File: config.mk
export PLATFORM = sky130hd
export DESIGN_NAME = bw_div
export DESIGN_NICKNAME = d
export VERILOG_FILES = /design/src/design/bw_pkg.sv /design/src/design/bw_div.sv
export SDC_FILE = /design/constraint.sdc
export NUM_CORES = 2
export LEC_CHECK = 0
export BUFFER_PORTS_ARGS = -buffer_cell sky130_fd_sc_hd__buf_2
export CAP_MARGIN = 15
export CORE_UTILIZATION = 45
export DETAILED_ROUTE_END_ITERATION = 8
export PLACE_DENSITY_LB_ADDON = 0.08
export SLEW_MARGIN = 20
export SYNTH_ARGS = -nofsm -noshare
export SYNTH_HDL_FRONTEND = slang
export SYNTH_SLANG_ARGS = --single-unit
File: constraint.sdc
create_clock -name clock -period 8.2 [get_ports clock]
set_input_delay 0.82 -clock clock [delete_from_list [all_inputs] [get_ports clock]]
set_output_delay 0.82 -clock clock [all_outputs]
set_load 0.005 [all_outputs]
File: src/design/bw_pkg.sv
// Shared constants, width helpers and the stage control type for barycentric_weights.
package bw_pkg;

   localparam int PIX_WIDTH       = 11;
   localparam int WEIGHT_WIDTH    = 19;
   localparam int QUOT_BITS       = 19;
   localparam int AREA_STAGES     = 3;
   localparam int LANE_STAGES     = QUOT_BITS + 3;
   localparam int PIPE_DEPTH      = AREA_STAGES + LANE_STAGES;

   localparam int COORD_WIDTH_DEF = 16;
   localparam int COORD_FRAC_DEF  = 4;
   localparam int WEIGHT_FRAC_DEF = 16;

   typedef struct packed {
      logic [PIPE_DEPTH-1:0] en;
      logic [PIPE_DEPTH-1:0] valid;
   } stage_ctl_type;

   // signed width of a coordinate difference (vertex minus vertex or scaled pixel)
   function automatic int diff_width(input int coord_width, input int coord_frac);
      int scaled;
      scaled = PIX_WIDTH + coord_frac + 1;
      return ((coord_width > scaled) ? coord_width : scaled) + 1;
   endfunction

   function automatic int area_width(input int coord_width, input int coord_frac);
      return 2 * diff_width(coord_width, coord_frac) + 1;
   endfunction

endpackage

File: src/design/bw_div.sv
// One weight lane: magnitudes, range check, one quotient bit per stage, rounding and saturation.
module bw_div #(
   parameter int AREA_WIDTH  = bw_pkg::area_width(bw_pkg::COORD_WIDTH_DEF,
                                                  bw_pkg::COORD_FRAC_DEF),
   parameter int WEIGHT_FRAC = bw_pkg::WEIGHT_FRAC_DEF
) (
   input  logic                                   clock,
   input  logic [bw_pkg::LANE_STAGES-1:0]         en,
   input  logic signed [AREA_WIDTH-1:0]           sub,
   input  logic signed [AREA_WIDTH-1:0]           whole,
   output logic signed [bw_pkg::WEIGHT_WIDTH-1:0] weight,
   output logic                                   clipped,
   output logic                                   degenerate
);

   localparam int MagWidth = AREA_WIDTH;
   localparam int QuotBits = bw_pkg::QUOT_BITS;
   localparam int WtWidth  = bw_pkg::WEIGHT_WIDTH;
   localparam int NumWidth = MagWidth + WEIGHT_FRAC;
   localparam int CmpWidth = (NumWidth > MagWidth + QuotBits) ? NumWidth
                                                             : MagWidth + QuotBits;
   localparam logic [QuotBits:0] PosLimit = (QuotBits + 1)'((1 << (WtWidth - 1)) - 1);
   localparam logic [QuotBits:0] NegLimit = (QuotBits + 1)'(1 << (WtWidth - 1));
   localparam logic [WtWidth-1:0] WtMax   = {1'b0, {(WtWidth - 1){1'b1}}};
   localparam logic [WtWidth-1:0] WtMin   = {1'b1, {(WtWidth - 1){1'b0}}};

   // magnitude stage
   logic [MagWidth-1:0] sub_u, whole_u;
   logic [MagWidth-1:0] num_mag_in, den_mag_in;
   logic [MagWidth-1:0] num_mag_ff, den_mag_ff;
   logic                neg_mag_ff, zero_mag_ff;

   assign sub_u      = sub;
   assign whole_u    = whole;
   assign num_mag_in = sub_u[MagWidth-1] ? (~sub_u + 1'b1) : sub_u;
   assign den_mag_in = whole_u[MagWidth-1] ? (~whole_u + 1'b1) : whole_u;

   always_ff @(posedge clock) begin
      if (en[0]) begin
         num_mag_ff  <= num_mag_in;
         den_mag_ff  <= den_mag_in;
         neg_mag_ff  <= sub_u[MagWidth-1] ^ whole_u[MagWidth-1];
         zero_mag_ff <= (whole_u == '0);
      end
   end

   // per-stage state of the long division; index 0 is after the range check
   logic [MagWidth-1:0] rem_ff  [QuotBits+1];
   logic [QuotBits-1:0] rest_ff [QuotBits+1];
   logic [QuotBits-1:0] quot_ff [QuotBits+1];
   logic [MagWidth-1:0] den_ff  [QuotBits+1];
   logic                neg_ff  [QuotBits+1];
   logic                zero_ff [QuotBits+1];
   logic                ovf_ff  [QuotBits+1];

   logic [CmpWidth-1:0] num_ext, den_ext;

   // quotient of 2^QuotBits or more saturates in either sign
   assign num_ext = CmpWidth'(num_mag_ff) << WEIGHT_FRAC;
   assign den_ext = CmpWidth'(den_mag_ff) << QuotBits;

   always_ff @(posedge clock) begin
      if (en[1]) begin
         rem_ff[0]  <= num_ext[MagWidth+QuotBits-1:QuotBits];
         rest_ff[0] <= num_ext[QuotBits-1:0];
         quot_ff[0] <= '0;
         den_ff[0]  <= den_mag_ff;
         neg_ff[0]  <= neg_mag_ff;
         zero_ff[0] <= zero_mag_ff;
         ovf_ff[0]  <= (num_ext >= den_ext);
      end
   end

   for (genvar k = 0; k < QuotBits; k++) begin : g_iter
      logic [MagWidth:0]   trial;
      logic                take;
      logic [MagWidth-1:0] rem_in;

      assign trial  = {rem_ff[k], rest_ff[k][QuotBits-1]};
      assign take   = (trial >= {1'b0, den_ff[k]});
      assign rem_in = take ? MagWidth'(trial - {1'b0, den_ff[k]}) : trial[MagWidth-1:0];

      always_ff @(posedge clock) begin
         if (en[2+k]) begin
            rem_ff[k+1]  <= rem_in;
            rest_ff[k+1] <= rest_ff[k] << 1;
            quot_ff[k+1] <= {quot_ff[k][QuotBits-2:0], take};
            den_ff[k+1]  <= den_ff[k];
            neg_ff[k+1]  <= neg_ff[k];
            zero_ff[k+1] <= zero_ff[k];
            ovf_ff[k+1]  <= ovf_ff[k];
         end
      end
   end

   // round half away from zero, then clamp
   logic                round_up;
   logic [QuotBits:0]   mag;
   logic                sat;
   logic [WtWidth-1:0]  mag_neg;
   logic [WtWidth-1:0]  weight_in;
   logic [WtWidth-1:0]  weight_ff;
   logic                clipped_ff, degenerate_ff;

   assign round_up = ({rem_ff[QuotBits], 1'b0} >= {1'b0, den_ff[QuotBits]});
   assign mag      = {1'b0, quot_ff[QuotBits]} + (QuotBits + 1)'(round_up);
   assign sat      = ovf_ff[QuotBits] |
                     (neg_ff[QuotBits] ? (mag > NegLimit) : (mag > PosLimit));
   assign mag_neg  = WtWidth'(0) - mag[WtWidth-1:0];

   always_comb begin
      if (zero_ff[QuotBits]) begin
         weight_in = '0;
      end else if (sat) begin
         weight_in = neg_ff[QuotBits] ? WtMin : WtMax;
      end else begin
         weight_in = neg_ff[QuotBits] ? mag_neg : mag[WtWidth-1:0];
      end
   end

   always_ff @(posedge clock) begin
      if (en[QuotBits+2]) begin
         weight_ff     <= weight_in;
         clipped_ff    <= sat & ~zero_ff[QuotBits];
         degenerate_ff <= zero_ff[QuotBits];
      end
   end

   assign weight     = weight_ff;
   assign clipped    = clipped_ff;
   assign degenerate = degenerate_ff;

endmodule
* Word-level counts from Yosys, hierarchy flattened
Memory sizes are Yosys's and may differ from the RTL's.
Index checks and enable logic that the tools add are counted.
Widths: inputs -> output; s select.
** Word-level totals
- Register bits :: 93
- RAM bits :: 2200
- Word-level logic and storage cells :: 134
- Memories kept :: 7
** Cells by class
- Add/subtract/negate cells :: 23
- Magnitude comparators :: 23
- Multiplexer cells :: 65
- Bitwise gates (word level) :: 6
- Reduce and logical (&&, ||, !) cells :: 1
** Memory list
- den_ff :: depth 20, width 35, read ports 20, clocked after memory_dff 0, write ports 20, RTL line bw_div.sv:51 : logic [MagWidth-1:0] den_ff [QuotBits+1];
- rem_ff :: depth 20, width 35, read ports 20, clocked after memory_dff 0, write ports 20, RTL line bw_div.sv:48 : logic [MagWidth-1:0] rem_ff [QuotBits+1];
- quot_ff :: depth 20, width 19, read ports 20, clocked after memory_dff 0, write ports 20, RTL line bw_div.sv:50 : logic [QuotBits-1:0] quot_ff [QuotBits+1];
- rest_ff :: depth 20, width 18, read ports 19, clocked after memory_dff 0, write ports 20, RTL line bw_div.sv:49 : logic [QuotBits-1:0] rest_ff [QuotBits+1];
- neg_ff :: depth 20, width 1, read ports 20, clocked after memory_dff 0, write ports 20, RTL line bw_div.sv:52 : logic neg_ff [QuotBits+1];
- ovf_ff :: depth 20, width 1, read ports 20, clocked after memory_dff 0, write ports 20, RTL line bw_div.sv:54 : logic ovf_ff [QuotBits+1];
- 1 more memories
** Operator list (number)
- $ge 36x35->1 :: 20
- $mux 35 :: 19
- $sub 35x35->35 :: 19
- $add 35x1->35 const B :: 2
- $not 35->35 :: 2
- $mux 34 :: 2
- $mux 19 :: 3
- $ge 51x54->1 :: 1
- $mux 1 :: 41
- $logic_not 35->1 :: 1
- $add 19x1->20 :: 1
- $gt 20x18->1 const B :: 1
- $gt 20x19->1 const B :: 1
- $sub 1x19->19 const A :: 1
- $and 1x1->1 :: 1
- $not 1->1 :: 1
- $or 1x1->1 :: 1
- $xor 1x1->1 :: 1

* Depth between registers and ports, before layout
An unclocked memory read counts as a cell.
- Depth after elaboration :: 7
- Gate-level depth with buffers :: 28
- Gate-level depth less buffers :: 26

* Least setup slack after synthesis
No wires, ideal clock.
- Path type :: register to register
- Start point :: mem rem_ff[4][117] (netlist bit)
- End point :: reg weight_ff[12] (netlist: weight[12]) (data pin)
- Arrival time :: 5.326 ns
- Setup slack :: 2.608 ns
- Cell stages (with the launch flop) :: 28
- Buffers on the path :: 2
- Period minus slack after synthesis :: 5.592 ns
- Cells stage by stage :: edfxtp_1 > ha_1 > a21o_1 > a21o_1 > a21o_1 > a21o_1 > a21oi_1 > nor2b_1 > o21ai_0 > nand3_1 > a221o_1 > a311oi_1 > o21ai_0 > ha_1 > ha_1 > and4_1 > buf_2 > nand4_1 > mux2_2 > o32a_1 > nor3_1 > nor2b_1 > o21ai_1 > o41ai_2 > buf_2 > a21oi_1 > a21oi_1 > nor2_1
** RTL lines
- from (decl) :: RTL line bw_div.sv:48
- to (signal assigned) :: RTL line bw_div.sv:123 : weight_ff <= weight_in;
- to (decl) :: RTL line bw_div.sv:102 : logic [WtWidth-1:0] weight_ff;

==> run metrics <==
status finished, final reports clean; worst hold path class input pin to register; R2R Path Start rem_ff[4][109]; WS Path Type register to register; # Post-CTS Setup Buffers 0; Hold Path Sink den_ff[2][112]; Leakage 44.7 nW; via/cell ratio 5.50; vias in the first global route 63.4k; PwrDens 382 mW/mm²; Max-Cap Viols 0; setup TNS 0 ns; final hold violation count 0; Starting Density 45.2%; Syn. warnings 0; non-filler cells in the finished layout 12.0k; largest net degree at the start of global routing 83; Area Overhead vs Synth 10.5%; Mapped Cells 8788; Setup WS post-layout 1.28 ns; first-pass GRT wire length 371000 µm; vias 65.8k; CTS tree yes; FILL cells 19.5k; nets 9807; DRT antenna net count 0; # DRC 0; commonest cells after routing, fill and taps aside 1746 x edfxtp_1, 936 x inv_1, 768 x a21oi_1; hold_sp en[12]; final max-slew violation count 0; final wirelength 242000 µm; skew final 0.0457 ns; Rel. slew slack a little under a third; Die Area approximately 0.22 mm²; Post-synth EDFFs approximately 1.7k; hold depth 1; Synth Cell Area 0.0981 mm²; Inst Count DP between 10k and 15k; Tmin final 6.92 ns; area leader, netlist edfxtp_1; wire per inst 20.2 µm; Multi-input gate area 0.0416 mm²; Reg clk slew, reported paths 0.06 ns; layout cells sized above 1 ~7.7%; RSZ-0062 raised after global routing no; gp weighted congestion approximately 0.89; period utilization about 84%; startpoint types register; Mapped Nets around 9.6k; total CTS buffers 195; Storage cell area 0.0524 mm²; aggregate global-route resource usage 21.7%; Rows roughly 170; crit path DAT 7.53 ns; DR pass1 iterations 6; ys async rst share 0%; critical path peak fanout 33; Slew @ Worst Pin 1.03 ns; clk buf depth 3; Synth area leaders edfxtp_1 53%, ha_1 9.4%, a21oi_1 3.9%; grt total ovfl 0; reg-to-reg setup timing slack 1.28 ns; r2r worst-path depth 25; Die X 469 µm; core area 0.217 mm²; Final setup viols 0; initial antenna violation count 5; Clock Latency Late Sink just over 0.8 ns; Resized Gates After CTS 0; element type at the critical path end register; Post-Syn Area per Cell roughly 11 µm²; Yosys reg bits roughly 1.7k; dpl hpwl 185000 µm; root buffer cell clkbuf_16; Pwr Total 41.4 mW; port bufs 113; library cells used by synthesis 86; DP Worst Slack 1.40 ns; fmax 144 MHz; H-Tree Depth 4; most common cell after layout, fill and taps aside edfxtp_1; worst endpoint required time approximately 8.8 ns; top cell type's share of synthesized area 53.4%; sequential share of the synthesized area 53.4%; Worst R2R End weight[1]; Max IR drop VDD 240 µV; Detailed Route Iter0 Violations 4701; Die Height 469 µm; hold_buf cts 0; TritonCTS Sinks 1746; predominant post-synthesis flop cell edfxtp_1; # IOs 114
[flip-flops by register name, indices dropped and copies added, names as in the netlist]
name and cells:
den_ff 700, neg_ff 20, num_mag_ff 35, zero_ff 20, zero_mag_ff 1, rest_ff 6, clipped 1, den_mag_ff 35
rem_ff 697, degenerate 1, ovf_ff 20, quot_ff 190, neg_mag_ff 1, weight 19
[cells in the mapped netlist, types with 19 or more instances]
| master | instances |
|---|---|
| nand3_1 | 154 |
| a2111oi_0 | 20 |
| nand2b_1 | 107 |
| o211ai_1 | 29 |
| a21oi_1 | 769 |
| a31oi_1 | 77 |
| or3_1 | 40 |
| inv_1 | 936 |
| nor2_1 | 495 |
| buf_1 | 28 |
| ha_1 | 734 |
| clkbuf_1 | 143 |
| a211oi_1 | 56 |
| a21o_1 | 410 |
| a211o_1 | 25 |
| and4_1 | 21 |
| and3_1 | 85 |
| mux2i_1 | 20 |
| nand2_1 | 587 |
| and2_1 | 47 |
| xor2_1 | 239 |
| a21boi_0 | 28 |
| nand4_1 | 86 |
| edfxtp_1 | 1746 |
| mux2_2 | 167 |
| o21bai_1 | 80 |
| xnor2_1 | 400 |
| nor3_1 | 90 |
| nor4_1 | 22 |
| o21a_1 | 89 |
| nor2b_1 | 91 |
| fa_1 | 19 |
| or2_2 | 29 |
| a31o_2 | 22 |
| o21ai_0 | 560 |
| o31ai_1 | 77 |
[where the power goes]
part / internal, mW / switching, mW / leakage, nW / total, mW
logic: 7.53 / 10.6 / 24.5 / 18.1
registers: 13.1 / 1.46 / 17.1 / 14.6
clock network: 5.14 / 3.62 / 3.09 / 8.76
total: 25.8 / 15.6 / 44.7 / 41.4
[metrics by stage]
step                      util (%)  instance area (µm²)  hold WS, ns
after CTS                     50.0               108000        0.145
after global routing          50.0               108000        0.171
after floorplan                  -                98100        0.400
after detailed placement      47.1               102000        0.405
after global placement        47.1               102000        0.401
final                         50.0               108000        0.231
[how the worst max path moves through the flow]
stage                         startpoint    endpoint  cells past startpoint
after floorplan           rem_ff[4][117]  weight[12]                     27
after CTS                 rem_ff[4][109]   weight[1]                     25
after detailed placement  rem_ff[4][109]   weight[1]                     25
final                     rem_ff[4][109]   weight[1]                     25
after global routing      rem_ff[4][109]   weight[1]                     25
after global placement    den_ff[4][110]   weight[8]                     27
[cell type report]
cell class | count | share of cell area [%]
sequential | 1746 | 48.3
clock inverter | 119 | 1.15
antenna | 1 | 0.00231
multi-input combinational | 5923 | 38.4
clock buffer | 242 | 4.74
timing repair buffer | 157 | 0.871
tap | 2854 | 3.29
inverter | 938 | 3.25
[critical path: stages, from the launching register on]
cell and delay, ns:
edfxtp_1 0.37, ha_1 0.30, a21o_1 0.18, a21o_1 0.16
a21o_1 0.17, a21oi_1 0.15, nor2b_1 0.07, o211ai_1 0.23
a211o_1 0.19, nand3_1 0.15, a221o_1 0.33, a311oi_1 0.39
o21ai_2 0.28, ha_1 0.30, ha_1 0.27, and4_1 0.32
nand4_1 0.21, mux2_2 0.36, o32a_1 0.21, nor3_1 0.41
nor2b_1 0.34, o21ai_1 0.20, o41ai_4 0.30, buf_4 0.36
a21oi_1 0.12, a311oi_1 0.31
[layer usage]
metal  share of wire [%]  track usage, %  vias to the layer above
li1                    -               -                    32524
met1                  45            29.2                    31864
met2                  49            37.2                     1201
met3                 3.8            2.78                      260
met4                 2.0            4.95                        0
met5                   0               0                        -
[cell families (layout without fill, tap and decap cells)]
kind of cell               Yosys count  after routing  synth area share, %
DFF                               1746           1746                 53.4
buffers and inverters             1119           1456                 4.29
xor gates and xnor gates           639            639                 5.70
and+or+nand+nor                   1915           1915                 9.32
muxes                              187            187                 2.12
other                                0              1                    0
AOI/OAI and AO/OA                 2429           2429                 15.4
adders and majority gates          753            753                 9.74
No activity file was read; power rests on OpenSTA's default activity.
