File: config.mk
export PLATFORM = sky130hd
export DESIGN_NAME = bw_flow
export DESIGN_NICKNAME = d
export VERILOG_FILES = /design/src/design/bw_pkg.sv /design/src/design/bw_flow.sv
export SDC_FILE = /design/constraint.sdc
export NUM_CORES = 1
export LEC_CHECK = 0
export BUFFER_PORTS_ARGS = -buffer_cell sky130_fd_sc_hd__buf_2
export CAP_MARGIN = 25
export CORE_ASPECT_RATIO = 0.6
export CORE_MARGIN = 2
export CORE_UTILIZATION = 44
export DETAILED_ROUTE_END_ITERATION = 7
export PLACE_DENSITY = 0.8
export SLEW_MARGIN = 5
export SYNTH_ARGS = -nofsm -noshare
export SYNTH_HDL_FRONTEND = slang
export SYNTH_SLANG_ARGS = --single-unit
File: constraint.sdc
create_clock -name clock -period 1.73 [get_ports clock]
set_input_delay 0.173 -clock clock [delete_from_list [all_inputs] [get_ports clock]]
set_output_delay 0.173 -clock clock [all_outputs]
set_load 0.02 [all_outputs]
File: src/design/bw_pkg.sv
// Shared constants, width helpers and the stage control type for barycentric_weights.
package bw_pkg;

   localparam int PIX_WIDTH       = 11;
   localparam int WEIGHT_WIDTH    = 19;
   localparam int QUOT_BITS       = 19;
   localparam int AREA_STAGES     = 3;
   localparam int LANE_STAGES     = QUOT_BITS + 3;
   localparam int PIPE_DEPTH      = AREA_STAGES + LANE_STAGES;

   localparam int COORD_WIDTH_DEF = 16;
   localparam int COORD_FRAC_DEF  = 4;
   localparam int WEIGHT_FRAC_DEF = 16;

   typedef struct packed {
      logic [PIPE_DEPTH-1:0] en;
      logic [PIPE_DEPTH-1:0] valid;
   } stage_ctl_type;

   // signed width of a coordinate difference (vertex minus vertex or scaled pixel)
   function automatic int diff_width(input int coord_width, input int coord_frac);
      int scaled;
      scaled = PIX_WIDTH + coord_frac + 1;
      return ((coord_width > scaled) ? coord_width : scaled) + 1;
   endfunction

   function automatic int area_width(input int coord_width, input int coord_frac);
      return 2 * diff_width(coord_width, coord_frac) + 1;
   endfunction

endpackage

File: src/design/bw_flow.sv
// Pipeline valid bits and enables; a stage loads on out_ready or if it or a later stage is empty.
module bw_flow (
   input  logic                  clock,
   input  logic                  reset,
   input  logic                  in_valid,
   output logic                  in_ready,
   output logic                  out_valid,
   input  logic                  out_ready,
   output bw_pkg::stage_ctl_type ctl
);

   localparam int Depth = bw_pkg::PIPE_DEPTH;

   logic [Depth-1:0] valid_ff;
   logic [Depth-1:0] valid_in;
   logic [Depth-1:0] ready;
   logic [Depth-1:0] src_valid;

   for (genvar i = 0; i < Depth; i++) begin : g_stage
      // bubbles anywhere downstream let this stage move
      assign ready[i] = out_ready | ~(&valid_ff[Depth-1:i]);
      if (i == 0) begin : g_first
         assign src_valid[i] = in_valid;
      end else begin : g_rest
         assign src_valid[i] = valid_ff[i-1];
      end
      assign valid_in[i] = ready[i] ? src_valid[i] : valid_ff[i];
   end

   always_ff @(posedge clock) begin
      if (reset) begin
         valid_ff <= '0;
      end else begin
         valid_ff <= valid_in;
      end
   end

   assign ctl.en    = ready;
   assign ctl.valid = valid_ff;
   assign in_ready  = ready[0];
   assign out_valid = valid_ff[Depth-1];

endmodule

# --- Word-level counts from Yosys, hierarchy flattened ---
# Index checks and enable logic that the tools add are counted.
word_totals:
  register_bits: 25
  in_bits: 4
classes:
  bitwise: 50
  reduce_logical: 24
op_table:
  columns: ["operator", "n"]
  rows:
  - ["1-bit NOT", 25]
  - ["1-bit bitwise OR", 25]
  - ["25-bit AND reduction", 1]
  - ["24-bit AND reduction", 1]
  - ["23-bit AND reduction", 1]
  - ["22-bit AND reduction", 1]
  - ["21-bit AND reduction", 1]
  - ["20-bit AND reduction", 1]
  - ["19-bit AND reduction", 1]
  - ["18-bit AND reduction", 1]
  - ["17-bit AND reduction", 1]
  - ["16-bit AND reduction", 1]
  - ["15-bit AND reduction", 1]
  - ["14-bit AND reduction", 1]
  - ["13-bit AND reduction", 1]
  - ["12-bit AND reduction", 1]
  - ["11-bit AND reduction", 1]
  - ["10-bit AND reduction", 1]
  - ["9-bit AND reduction", 1]
  - ["8-bit AND reduction", 1]
  - ["7-bit AND reduction", 1]
  - ["6-bit AND reduction", 1]
  - ["5-bit AND reduction", 1]
  - ["4-bit AND reduction", 1]
  - ["other kinds (2)", 2]

# --- Depth between registers and ports, before layout ---
# Gate-level depths: netlist of run 1.
depth:
  word_depth: 3
  mapped_depth: 6

# --- Least setup slack after synthesis of run 1 ---
# OpenSTA, ideal clock, no wires.
synth_path:
  kind: "reg2out"
  start: "register valid_ff[15]"
  end: "output port ctl[25] (netlist name)"
  t_arrival_ns: 1.535
  t_required_ns: 1.557
  slack_ns: 0.022
  path_stages_with_launch: 5
  cell_sequence: "dfxtp_1 -> nand3_2 -> nor4_4 -> nand3_2 -> buf_4"
synth_via:
  elab_chain_len: 3
synth_rtl:
  columns: ["element", "line_no", "rtl"]
  rows:
  - ["start, declared", "bw_flow.sv:14", "logic [Depth-1:0] valid_ff;"]
  - ["start signal, assigned", "bw_flow.sv:34", "valid_ff <= valid_in;"]
  - ["25-bit AND reduction", "bw_flow.sv:21", "assign ready[i] = out_ready | ~(&valid_ff[Depth-1:i]);"]
  - ["1-bit NOT", "bw_flow.sv:21", null]
  - ["1-bit bitwise OR", "bw_flow.sv:21", null]
  - ["end, declared", "bw_flow.sv:9", "output bw_pkg::stage_ctl_type ctl"]
# Every way passes these cells.

==> summary.txt, run 1 <==
Outcome
  • Outcome: finished, violations left
  • Failing checks: setup timing

Place
  • Estimated wirelength of the detail-placed design: between 2000 and 2500 um
  • Count of input and output buffers: 55
  • Placer congestion estimate: 0.790

Timing
  • Final critical-path setup slack: -0.116 ns
  • Setup-failing EPs final: 19
  • Unrepaired setup endpoints after global routing: yes
  • Headroom to the max-slew limit: roughly 70%
  • Final total negative setup slack: -1.34 ns
  • Worst slew pin tran: between 0.4 and 0.5 ns
  • Hold Violations, Final: 0
  • Tmin final: 1.85 ns
  • Post-route worst hold slack: approximately 0.15 ns
  • Pins Over Slew Limit: 0
  • Max Clock Freq: 0.542 GHz
  • Share of the clock period used by the worst path after layout: 107%
  • Final Skew: 0.00399 ns

Final layout
  • Number of flip-flops under the largest register name: 25
  • Register with the most flip-flops: valid_ff
  • P&R area growth vs syn: 65.0%
  • Registers with the most flip-flops: valid_ff: 25 flops
  • Fraction of final layout cells with drive strength greater than 1: between 50% and 60%
  • Antenna diode count: 0
  • Final net count: 220

GRT
  • Number of global-route vias before repair: approximately 1100
  • Sum of overflow across all layers after global routing: 0
  • Maximum number of pins on one net before global-route repair: 26
  • Global-route wire length before repair: 5130 um
  • Number of antenna violations at the first check in global routing: 0
  • GRT Total Usage: around 22%

Drt
  • Pre-antenna DRT Iters: 4
  • Number of vias per cell after detailed routing: 5.11
  • Total routed wirelength: 3550 um
  • Routed wirelength normalized by instance count: 14.4 um
  • Antenna violation net count after detailed routing: 0
  • Remaining design rule violation count: 0
  • Starting DRC count in detailed routing: 55
  • Vias after detailed routing: 1262

Job
  • Reported max-cap violation count: 0

Synth
  • Compound-gate portion of the synthesized area: 9.79%
  • Proportion of synthesized area in mux cells: 0%
  • Gate count after technology mapping: 130
  • Proportion of synthesized chip area in sequential cells: 44.0%
  • Synth unique cells: 29
  • Combinational family with the most area after synthesis: simple AND/OR/NAND/NOR gates
  • Adder-cell area share of the yosys netlist: 0%
  • Mean cell area of the mapped netlist: 8.75 um2
  • Flip-flop and latch count after synthesis: 25
  • Synthesis warning total: 0
  • XOR/XNOR Fraction of Synth Area: 0%
  • Synthesized net count: 134
  • Simple logic cell fraction of the synthesized area: 36.9%
  • Netlist Area Pre-Place: 1140 um2

Floorplan
  • Core outline area: 2490 um2
  • # rows: 14
  • Initial Utilization: 45.7%
  • Die width: 69.6 um
  • I/O Pins: 56
  • Floorplan die area: 3020 um2
  • Die Height: 43.4 um

Critical path
  • Critical path startpoint: valid_ff[24]$_SDFFE_PP0P_
  • WS Path Type: register to primary output
  • Reg2Reg Setup Slack: -0.05 ns
  • Number of cells traversed by the worst register-to-register path: 10
  • FF-to-FF End: valid_ff[0]$_SDFFE_PP0P_
  • Launch instance of the worst register-to-register path: valid_ff[24]$_SDFFE_PP0P_
  • Required time of the critical path: 1.56 ns
  • Largest fanout of any net on the critical path: 3
  • Worst Setup EP: ctl[37]
  • Arrival time at the worst endpoint: 1.67 ns
  • Element type at the critical path end: primary output
  • CP Launch Type: register

Power and ir drop
  • Power per standard cell area: roughly 510 nW/um2
  • Power, Total: between 900 and 1000 uW
  • Worst ir drop on vdd: 0.403 mV
  • Leakage: around 0.00090 uW

Clock network
  • TritonCTS buffer count: 3
  • Register clock-pin slew on the reported worst setup and hold paths: around 0.09 ns
  • Clk sink count: 25
  • Root Buffer Master: clkbuf_8
  • H-tree level count: 1
  • Clock latency on the worst-skew pair: 0.27 ns
  • Buffers from clock root to sink, at most: 2
  • TritonCTS clock tree: built

Hold path
  • Type of the worst min-delay path: input pin to register
routing by layer:
layer	GRT usage [%]	wire, um
met1	27.5	1400
met5	0	0
met3	7.21	315
met2	38.5	1770
met4	3.46	63
through the flow:
| step | cell area (um2) | util, % | setup WS (ns) | std cells |
|---|---|---|---|---|
| 6_report | 1880 | 75.5 | -0.116 | 247 |
| 5_1_grt | 1880 | 75.5 | -0.191 | 247 |
| 4_1_cts | 1760 | 70.7 | -0.139 | 240 |
| 3_5_place_dp | 1450 | 58.2 | 0.0293 | 216 |
| 3_3_place_gp | 1450 | 58.2 | 0.0897 | 216 |
| 2_1_floorplan | 1140 | - | 0.0222 | 130 |
power breakdown:
| group | internal, uW | switching [uW] |
|---|---|---|
| combinational | 7.35 | 19.0 |
| sequential | 575 | 3.43 |
| clock | 165 | 185 |
| total | 748 | 208 |
cell type report:
cell class,instances,area (um2)
Clock buffer,4,45.0
Fill cell,181,611
Inverter,16,65.1
Multi-Input combinational cell,83,572
Sequential cell,25,522
Tap cell,32,40.0
Timing Repair Buffer,87,633
layout by cell type, fill, tap and decap left out, types with 3 or more instances in the layout:
cell / Yosys / final
inv_1: 14 / 13
a21oi_2: 2 / 3
a31oi_1: 3 / 3
a21oi_1: 15 / 14
dfxtp_1: 25 / 12
dfxtp_2: 0 / 11
buf_2: 0 / 42
nand4_4: 2 / 3
nand3_1: 5 / 4
nor2_1: 21 / 21
nand2_1: 10 / 8
clkbuf_8: 0 / 3
nand4_1: 5 / 5
buf_6: 1 / 16
buf_4: 3 / 27
critical path: stages, from the launching register on:
cell	delay, ns
dfxtp_2	0.34
nor2b_4	0.19
inv_6	0.05
buf_12	0.12
nor4_4	0.32
buf_4	0.18
nand2_2	0.06
buf_6	0.13
how the worst min path moves through the flow:
stage,start,end,slack (ns),cells after the start
after detailed placement,in_valid,valid_ff[0]$_SDFFE_PP0P_,0.42,3
final,in_valid,valid_ff[0]$_SDFFE_PP0P_,0.15,3
after CTS,in_valid,valid_ff[0]$_SDFFE_PP0P_,0.13,3
after global placement,in_valid,valid_ff[0]$_SDFFE_PP0P_,0.41,3
after global routing,in_valid,valid_ff[0]$_SDFFE_PP0P_,0.15,3
after floorplan,in_valid,valid_ff[0]$_SDFFE_PP0P_,0.30,2
what timing repair did:
| action | 4_1_cts | 5_1_grt |
|---|---|---|
| pin swaps | 12 | 9 |
| resized for setup | 32 | 21 |
| buffers inserted | 20 | 7 |
| setup endpoints to repair | 17 | 23 |
| hold buffers | 0 | 0 |
cell usage after synthesis (all sizes together):
cell | instances | area share [%]
buf | 4 | 3.0
nand2 | 10 | 3.3
and4 | 1 | 0.77
nand3 | 7 | 4.0
nor2b | 1 | 1.2
and3 | 3 | 1.9
or3 | 1 | 0.55
and2 | 2 | 1.1
inv | 16 | 5.7
dfxtp | 25 | 44
nor3 | 4 | 3.2
nor4 | 2 | 3.7
nor2 | 23 | 8.5
clkbuf | 2 | 0.66
a21oi | 17 | 8.1
nand4 | 9 | 8.7
a31oi | 3 | 1.7
kinds of logic after synthesis:
family	after synthesis
AOI/OAI and AO/OA	20
and+or+nand+nor	63
DFF	25
buffers and inverters	22
No activity file was read; power rests on OpenSTA's default activity.
==> inputs of run 2 (changes only) <==
--- a/config.mk
+++ b/config.mk
@@ -9,9 +9,9 @@
 export CAP_MARGIN = 25
 export CORE_ASPECT_RATIO = 0.6
 export CORE_MARGIN = 2
-export CORE_UTILIZATION = 44
+export CORE_UTILIZATION = 42
 export DETAILED_ROUTE_END_ITERATION = 7
-export PLACE_DENSITY = 0.8
+export PLACE_DENSITY = 0.77
 export SLEW_MARGIN = 5
 export SYNTH_ARGS = -nofsm -noshare
 export SYNTH_HDL_FRONTEND = slang
==> run 2 against run 1 <==
Net effect:
- the run still ends with setup timing left
- global-route usage is 1.5 points higher
- wire length rose by 2.0%
- largest cell class unchanged
- maximum frequency up 1.4%
- largest power group unchanged
==> summary.txt, run 2 (synthesis gave the netlist of run 1 again) <==
Timing
  • Post-route worst hold slack: 0.129 ns
  • Max Clock Freq: 0.549 GHz
  • Final Skew: 0.00291 ns
  • Unrepaired setup endpoints after global routing: yes
  • Share of the clock period used by the worst path after layout: 105%
  • Worst slew pin tran: 0.467 ns
  • Headroom to the max-slew limit: between 60% and 70%
  • Final critical-path setup slack: -0.0902 ns
  • Hold Violations, Final: 0
  • Pins Over Slew Limit: 0
  • Setup-failing EPs final: 18
  • Tmin final: 1.82 ns

Place
  • Placer congestion estimate: 0.852
  • Count of input and output buffers: 55
  • Cell count after placement: 215
  • Estimated wirelength of the detail-placed design: 2270 um

Final layout
  • Registers with the most flip-flops: valid_ff: 25 flops
  • Most used cells in the layout excluding fill and tap cells: 37 x buf_2, 21 x nor2_1, 21 x buf_4, 19 x buf_6, 15 x a21oi_1
  • Antenna diode count: 0
  • Leading cell type in the layout, fill and taps excluded: buf_2
  • Fraction of final layout cells with drive strength greater than 1: 59.9%
  • Number of flip-flops under the largest register name: 25
  • Non-filler cells in the finished layout: between 200 and 250
  • Register with the most flip-flops: valid_ff
  • P&R area growth vs syn: 64.0%
  • Final core utilization: 73.4%
  • Final net count: 212
  • Filler instances: approximately 200

Job
  • Reported max-cap violation count: 0

Outcome
  • Outcome: finished, violations left
  • Failing checks: setup timing

Power and ir drop
  • Leakage: just under 0.0009 uW
  • Power, Total: 944 uW
  • Power per standard cell area: just over 500 nW/um2
  • Worst ir drop on vdd: 0.483 mV

Drt
  • Pre-antenna DRT Iters: 4
  • Routed wirelength normalized by instance count: 15.1 um
  • Total routed wirelength: 3620 um
  • Starting DRC count in detailed routing: 55
  • Antenna violation net count after detailed routing: 0
  • Number of vias per cell after detailed routing: 5.22
  • Remaining design rule violation count: 0
  • Vias after detailed routing: 1248

GRT
  • Global-route wire length before repair: roughly 5600 um
  • Number of global-route vias before repair: 1146
  • Number of antenna violations at the first check in global routing: 0
  • Sum of overflow across all layers after global routing: 0
  • GRT Total Usage: 23.4%
  • Maximum number of pins on one net before global-route repair: 26

Hold path
  • Type of the worst min-delay path: input pin to register
  • Worst Min Path Start: in_valid
  • Number of cells on the worst hold path: 3
  • WHS Endpoint: valid_ff[0]$_SDFFE_PP0P_

Floorplan
  • Floorplan die area: between 3000 and 4000 um2
  • Die width: 71.2 um
  • # rows: 14
  • I/O Pins: 56
  • Initial Utilization: 44.8%
  • Die Height: 44.3 um
  • Core outline area: 2540 um2

Critical path
  • Required time of the critical path: around 1.6 ns
  • Highest cell delay on the worst timing path: 0.33 ns
  • FF-to-FF End: valid_ff[6]$_SDFFE_PP0P_
  • Critical path startpoint: valid_ff[24]$_SDFFE_PP0P_
  • Reg2Reg Setup Slack: 0.18 ns
  • Cell chain of the critical path: nor2b_4 -> inv_6 -> buf_12 -> nor3_4 -> buf_6 -> nand4_1 -> buf_4
  • Arrival time at the worst endpoint: roughly 1.7 ns
  • Element type at the critical path end: primary output
  • Max stage delay cell, worst path: dfxtp_2
  • WS Path Type: register to primary output
  • CP Launch Type: register
  • Largest fanout of any net on the critical path: 6
  • Number of cells traversed by the worst register-to-register path: 8
  • Launch instance of the worst register-to-register path: valid_ff[24]$_SDFFE_PP0P_

Clock network
  • Register clock-pin slew on the reported worst setup and hold paths: roughly 0.080 ns
  • Clk sink count: 25
  • Buffers from clock root to sink, at most: 2
  • Clock latency on the worst-skew pair: 0.27 ns
  • Root Buffer Master: clkbuf_8
  • TritonCTS buffer count: 3
  • Hold buffer count at CTS: 0
  • H-tree level count: 1
  • TritonCTS clock tree: built
## run 2: changes by cell type in the layout (fill, tap and decap cells not counted), moves of 2 or more
cell,change
buf_4,-6
dfxtp_4,+3
nand3_1,-3
nand3_2,+2
buf_6,+3
buf_2,-5
dfxtp_1,-2
## run 2: what timing repair did
action                                  in CTS  in global routing
pin swaps                                   11                 11
endpoints found under the setup margin      15                 22
cloned                                       1                  0
buffers inserted                            17                  2
resized for setup                           35                 35
## run 2: power by group
part	internal [uW]	switching [uW]	leakage [uW]	total, uW
logic	7.06	19.0	0.000640	26.1
registers	570	3.21	0.000211	574
clock network	165	180	0.0000228	344
## run 2: critical path: cells and delay by family (launching register included)
family / cells / cell delay [ns]
simple gates: 3 / 0.51
buf+inv: 4 / 0.54
flops: 1 / 0.33
## run 2: area by class of cell
| class | count | area, um2 | area share, % |
|---|---|---|---|
| Timing Repair Buffer | 79 | 597 | 32.0 |
| Multi-Input combinational cell | 83 | 587 | 31.5 |
| Tap cell | 32 | 40.0 | 2.15 |
| Sequential cell | 25 | 532 | 28.5 |
| Clock buffer | 4 | 45.0 | 2.41 |
| Inverter | 16 | 65.1 | 3.49 |
## run 2: how the worst max path moves through the flow
stage | to | slack, ns | depth (start not counted)
2_1_floorplan | ctl[25] | 0.02 | 4
3_3_place_gp | ctl[35] | 0.08 | 6
3_5_place_dp | ctl[34] | 0.02 | 6
4_1_cts | ctl[34] | -0.15 | 6
5_1_grt | ctl[35] | -0.19 | 6
6_report | ctl[31] | -0.09 | 7
## run 2: per-stage QoR
step / worst slack [ns] / TNS, ns / instance area (um2)
after detailed placement: 0.0226 / 0 / 1440
final: -0.0902 / -0.886 / 1870
after floorplan: 0.0222 / 0 / 1140
after global placement: 0.0825 / 0 / 1440
after global routing: -0.192 / -2.73 / 1870
after CTS: -0.152 / -0.813 / 1740
## run 2: per-layer routing
metal  part of all wire, %  up-vias  GRT usage [%]
met5                     0        -              0
met4                   2.2        0           9.81
met3                   8.0       10           6.83
met2                    49       65           38.9
met1                    41      582           29.0
li1                      -      591              -
==> inputs of run 3 (changes only) <==
==> constraint.sdc (replaced) <==
create_clock -name clock -period 2.2 [get_ports clock]
set_input_delay 0.22 -clock clock [delete_from_list [all_inputs] [get_ports clock]]
set_output_delay 0.22 -clock clock [all_outputs]
set_load 0.02 [all_outputs]
==> run 3 against run 2 <==
Net effect:
- cell area shrank 20%
- global-route usage shrank 5.3 points
- critical path depth shrank 1
- largest cell class is now multi-input combinational cells
- the run now ends clean
- register-to-register slack gained 0.55 ns
- clock power shrank 23%
- worst setup slack gained 0.26 ns
==> summary.txt, run 3 (synthesis gave the netlist of run 1 again) <==
Outcome
  • Outcome: complete, no violations

Critical path
  • Number of cells traversed by the worst register-to-register path: 4
  • Critical path startpoint: valid_ff[24]$_SDFFE_PP0P_
  • Arrival time at the worst endpoint: roughly 1.8 ns
  • Highest cell delay on the worst timing path: 0.38 ns
  • Reg2Reg Setup Slack: ~0.73 ns
  • Worst Setup EP: ctl[28]
  • Element type at the critical path end: primary output
  • Required time of the critical path: 1.98 ns
  • WS Path Type: register to primary output
  • FF-to-FF End: valid_ff[1]$_SDFFE_PP0P_
  • Max stage delay cell, worst path: or3_1
  • Cell chain of the critical path: nor2b_4 -> inv_6 -> or3_1 -> nor3_2 -> nand2_1 -> buf_2
  • Largest fanout of any net on the critical path: 5
  • Launch instance of the worst register-to-register path: valid_ff[10]$_SDFFE_PP0P_
  • CP Launch Type: register

Job
  • Reported max-cap violation count: 0

Floorplan
  • I/O Pins: 56
  • Initial Utilization: 44.8%
  • Floorplan die area: between 3000 and 4000 um2
  • # rows: 14
  • Die width: 71.2 um
  • Core outline area: between 2000 and 3000 um2
  • Die Height: 44.3 um

Final layout
  • Fraction of final layout cells with drive strength greater than 1: a little over two fifths
  • P&R area growth vs syn: 30.5%
  • Antenna diode count: 0
  • Area used by multi-input combinational logic: 531 um2
  • Number of flip-flops under the largest register name: 25
  • Filler instances: 236
  • Sequential standard cell area: 500 um2
  • Final net count: 190
  • Leading cell type in the layout, fill and taps excluded: buf_2
  • Registers with the most flip-flops: valid_ff: 25 flops
  • Register with the most flip-flops: valid_ff
  • Final core utilization: 58.4%
  • Most used cells in the layout excluding fill and tap cells: 55 x buf_2, 25 x dfxtp_1, 21 x nor2_1, 15 x a21oi_1, 14 x inv_1

Drt
  • Pre-antenna DRT Iters: 4
  • Remaining design rule violation count: 0
  • Total routed wirelength: 2740 um
  • Routed wirelength normalized by instance count: between 10 and 15 um
  • Antenna violation net count after detailed routing: 0
  • Vias after detailed routing: 1084
  • Number of vias per cell after detailed routing: 5.00
  • Starting DRC count in detailed routing: 55

Clock network
  • H-tree level count: 1
  • Hold buffer count at CTS: 0
  • Buffers from clock root to sink, at most: 2
  • Root Buffer Master: clkbuf_8
  • TritonCTS clock tree: built
  • Clock latency on the worst-skew pair: 0.27 ns
  • Number of gates given a new drive strength after cts: 0
  • Clk sink count: 25
  • Register clock-pin slew on the reported worst setup and hold paths: 0.08 ns
  • TritonCTS buffer count: 3

GRT
  • Number of antenna violations at the first check in global routing: 0
  • Sum of overflow across all layers after global routing: 0
  • Maximum number of pins on one net before global-route repair: 26
  • GRT Total Usage: 18.1%
  • Global-route wire length before repair: 4390 um
  • Number of global-route vias before repair: 903

Place
  • Placer congestion estimate: 0.798
  • Count of input and output buffers: 55
  • Estimated wirelength of the detail-placed design: 2110 um

Timing
  • Final total negative setup slack: 0 ns
  • Tmin final: 2.03 ns
  • Pins Over Slew Limit: 0
  • Worst slew pin tran: 0.462 ns
  • Max Clock Freq: 0.492 GHz
  • Post-route worst hold slack: 0.186 ns
  • Hold Violations, Final: 0
  • Setup-failing EPs final: 0
  • Share of the clock period used by the worst path after layout: 92.4%
  • Unrepaired setup endpoints after global routing: no
  • Final Skew: 0.00617 ns
  • Headroom to the max-slew limit: 69.2%

Power and ir drop
  • Clock share of power: 35.7%
  • Comb power frac: 2.7%
  • Internal power: 590 uW
  • Power per standard cell area: 500 nW/um2
  • Part of the power in registers: slightly above 60%
  • P_sw: 152 uW
  • Switching part of the total: between 20% and 30%
  • Leakage: 0.000659 uW
  • Worst ir drop on vdd: 0.413 mV

Hold path
  • Type of the worst min-delay path: input pin to register
==> run 3: cell count changes in the layout (fill, tap and decap cells not counted), moves of 4 or more <==
cell     delta
dfxtp_4     -5
buf_6      -19
nand3_1     +4
dfxtp_2    -10
buf_2      +18
dfxtp_1    +15
buf_4      -20
==> run 3: area by class of cell <==
type                    count  share of cell area (%)
inverters                  16                    4.38
multi-input cells          83                    35.8
clock buffers               4                    3.04
flip-flops and latches     25                    33.7
repair buffers             57                    20.4
well taps                  32                    2.70
==> run 3: what timing repair did <==
action / in CTS / in global routing
setup buffers: 0 / 2
endpoints found under the setup margin: 0 / 5
endpoints found under the hold margin: 0 / 0
==> run 3: worst max-delay path: cells and delay by family, from the launching register on <==
kind | cells | cell delay [ns]
flops | 1 | 0.35
buf+inv | 2 | 0.24
simple gates | 4 | 0.96
==> run 3: worst min path at each step <==
stage               slack [ns]                startpoint                       end  cells past startpoint
finish                    0.19                  in_valid  valid_ff[0]$_SDFFE_PP0P_                      3
global route              0.19                  in_valid  valid_ff[0]$_SDFFE_PP0P_                      3
CTS                       0.18                  in_valid  valid_ff[0]$_SDFFE_PP0P_                      3
detailed placement        0.46  valid_ff[0]$_SDFFE_PP0P_  valid_ff[1]$_SDFFE_PP0P_                      2
global placement          0.45  valid_ff[0]$_SDFFE_PP0P_  valid_ff[1]$_SDFFE_PP0P_                      2
floorplan                 0.35                  in_valid  valid_ff[0]$_SDFFE_PP0P_                      2
==> run 3: per-layer routing <==
layer / share of wire [%] / GRT usage [%] / vias to the layer above
li1: - / - / 548
met4: 0.36 / 4.53 / 0
met1: 49 / 24.4 / 493
met2: 44 / 28.7 / 41
met5: 0 / 0 / -
met3: 7.0 / 5.69 / 2
==> run 3: power groups by stage <==
| stage | clock (uW) | sequential, uW | combinational (uW) |
|---|---|---|---|
| finish | 265 | 457 | 20.0 |
| global route | 293 | 458 | 22.2 |
| CTS | 274 | 457 | 20.2 |
| detailed placement | 0 | 468 | 20.2 |
| global placement | 0 | 468 | 19.6 |
| floorplan | 0 | 471 | 10.8 |
==> run 3: metrics by stage <==
stage / total power (uW) / worst slack [ns] / cell area [um2] / cells
global route: 774 / 0.0384 / 1480 / 217
floorplan: 482 / 0.445 / 1140 / 130
global placement: 488 / 0.458 / 1410 / 211
CTS: 752 / 0.0525 / 1460 / 215
finish: 742 / 0.167 / 1480 / 217
detailed placement: 488 / 0.359 / 1410 / 211
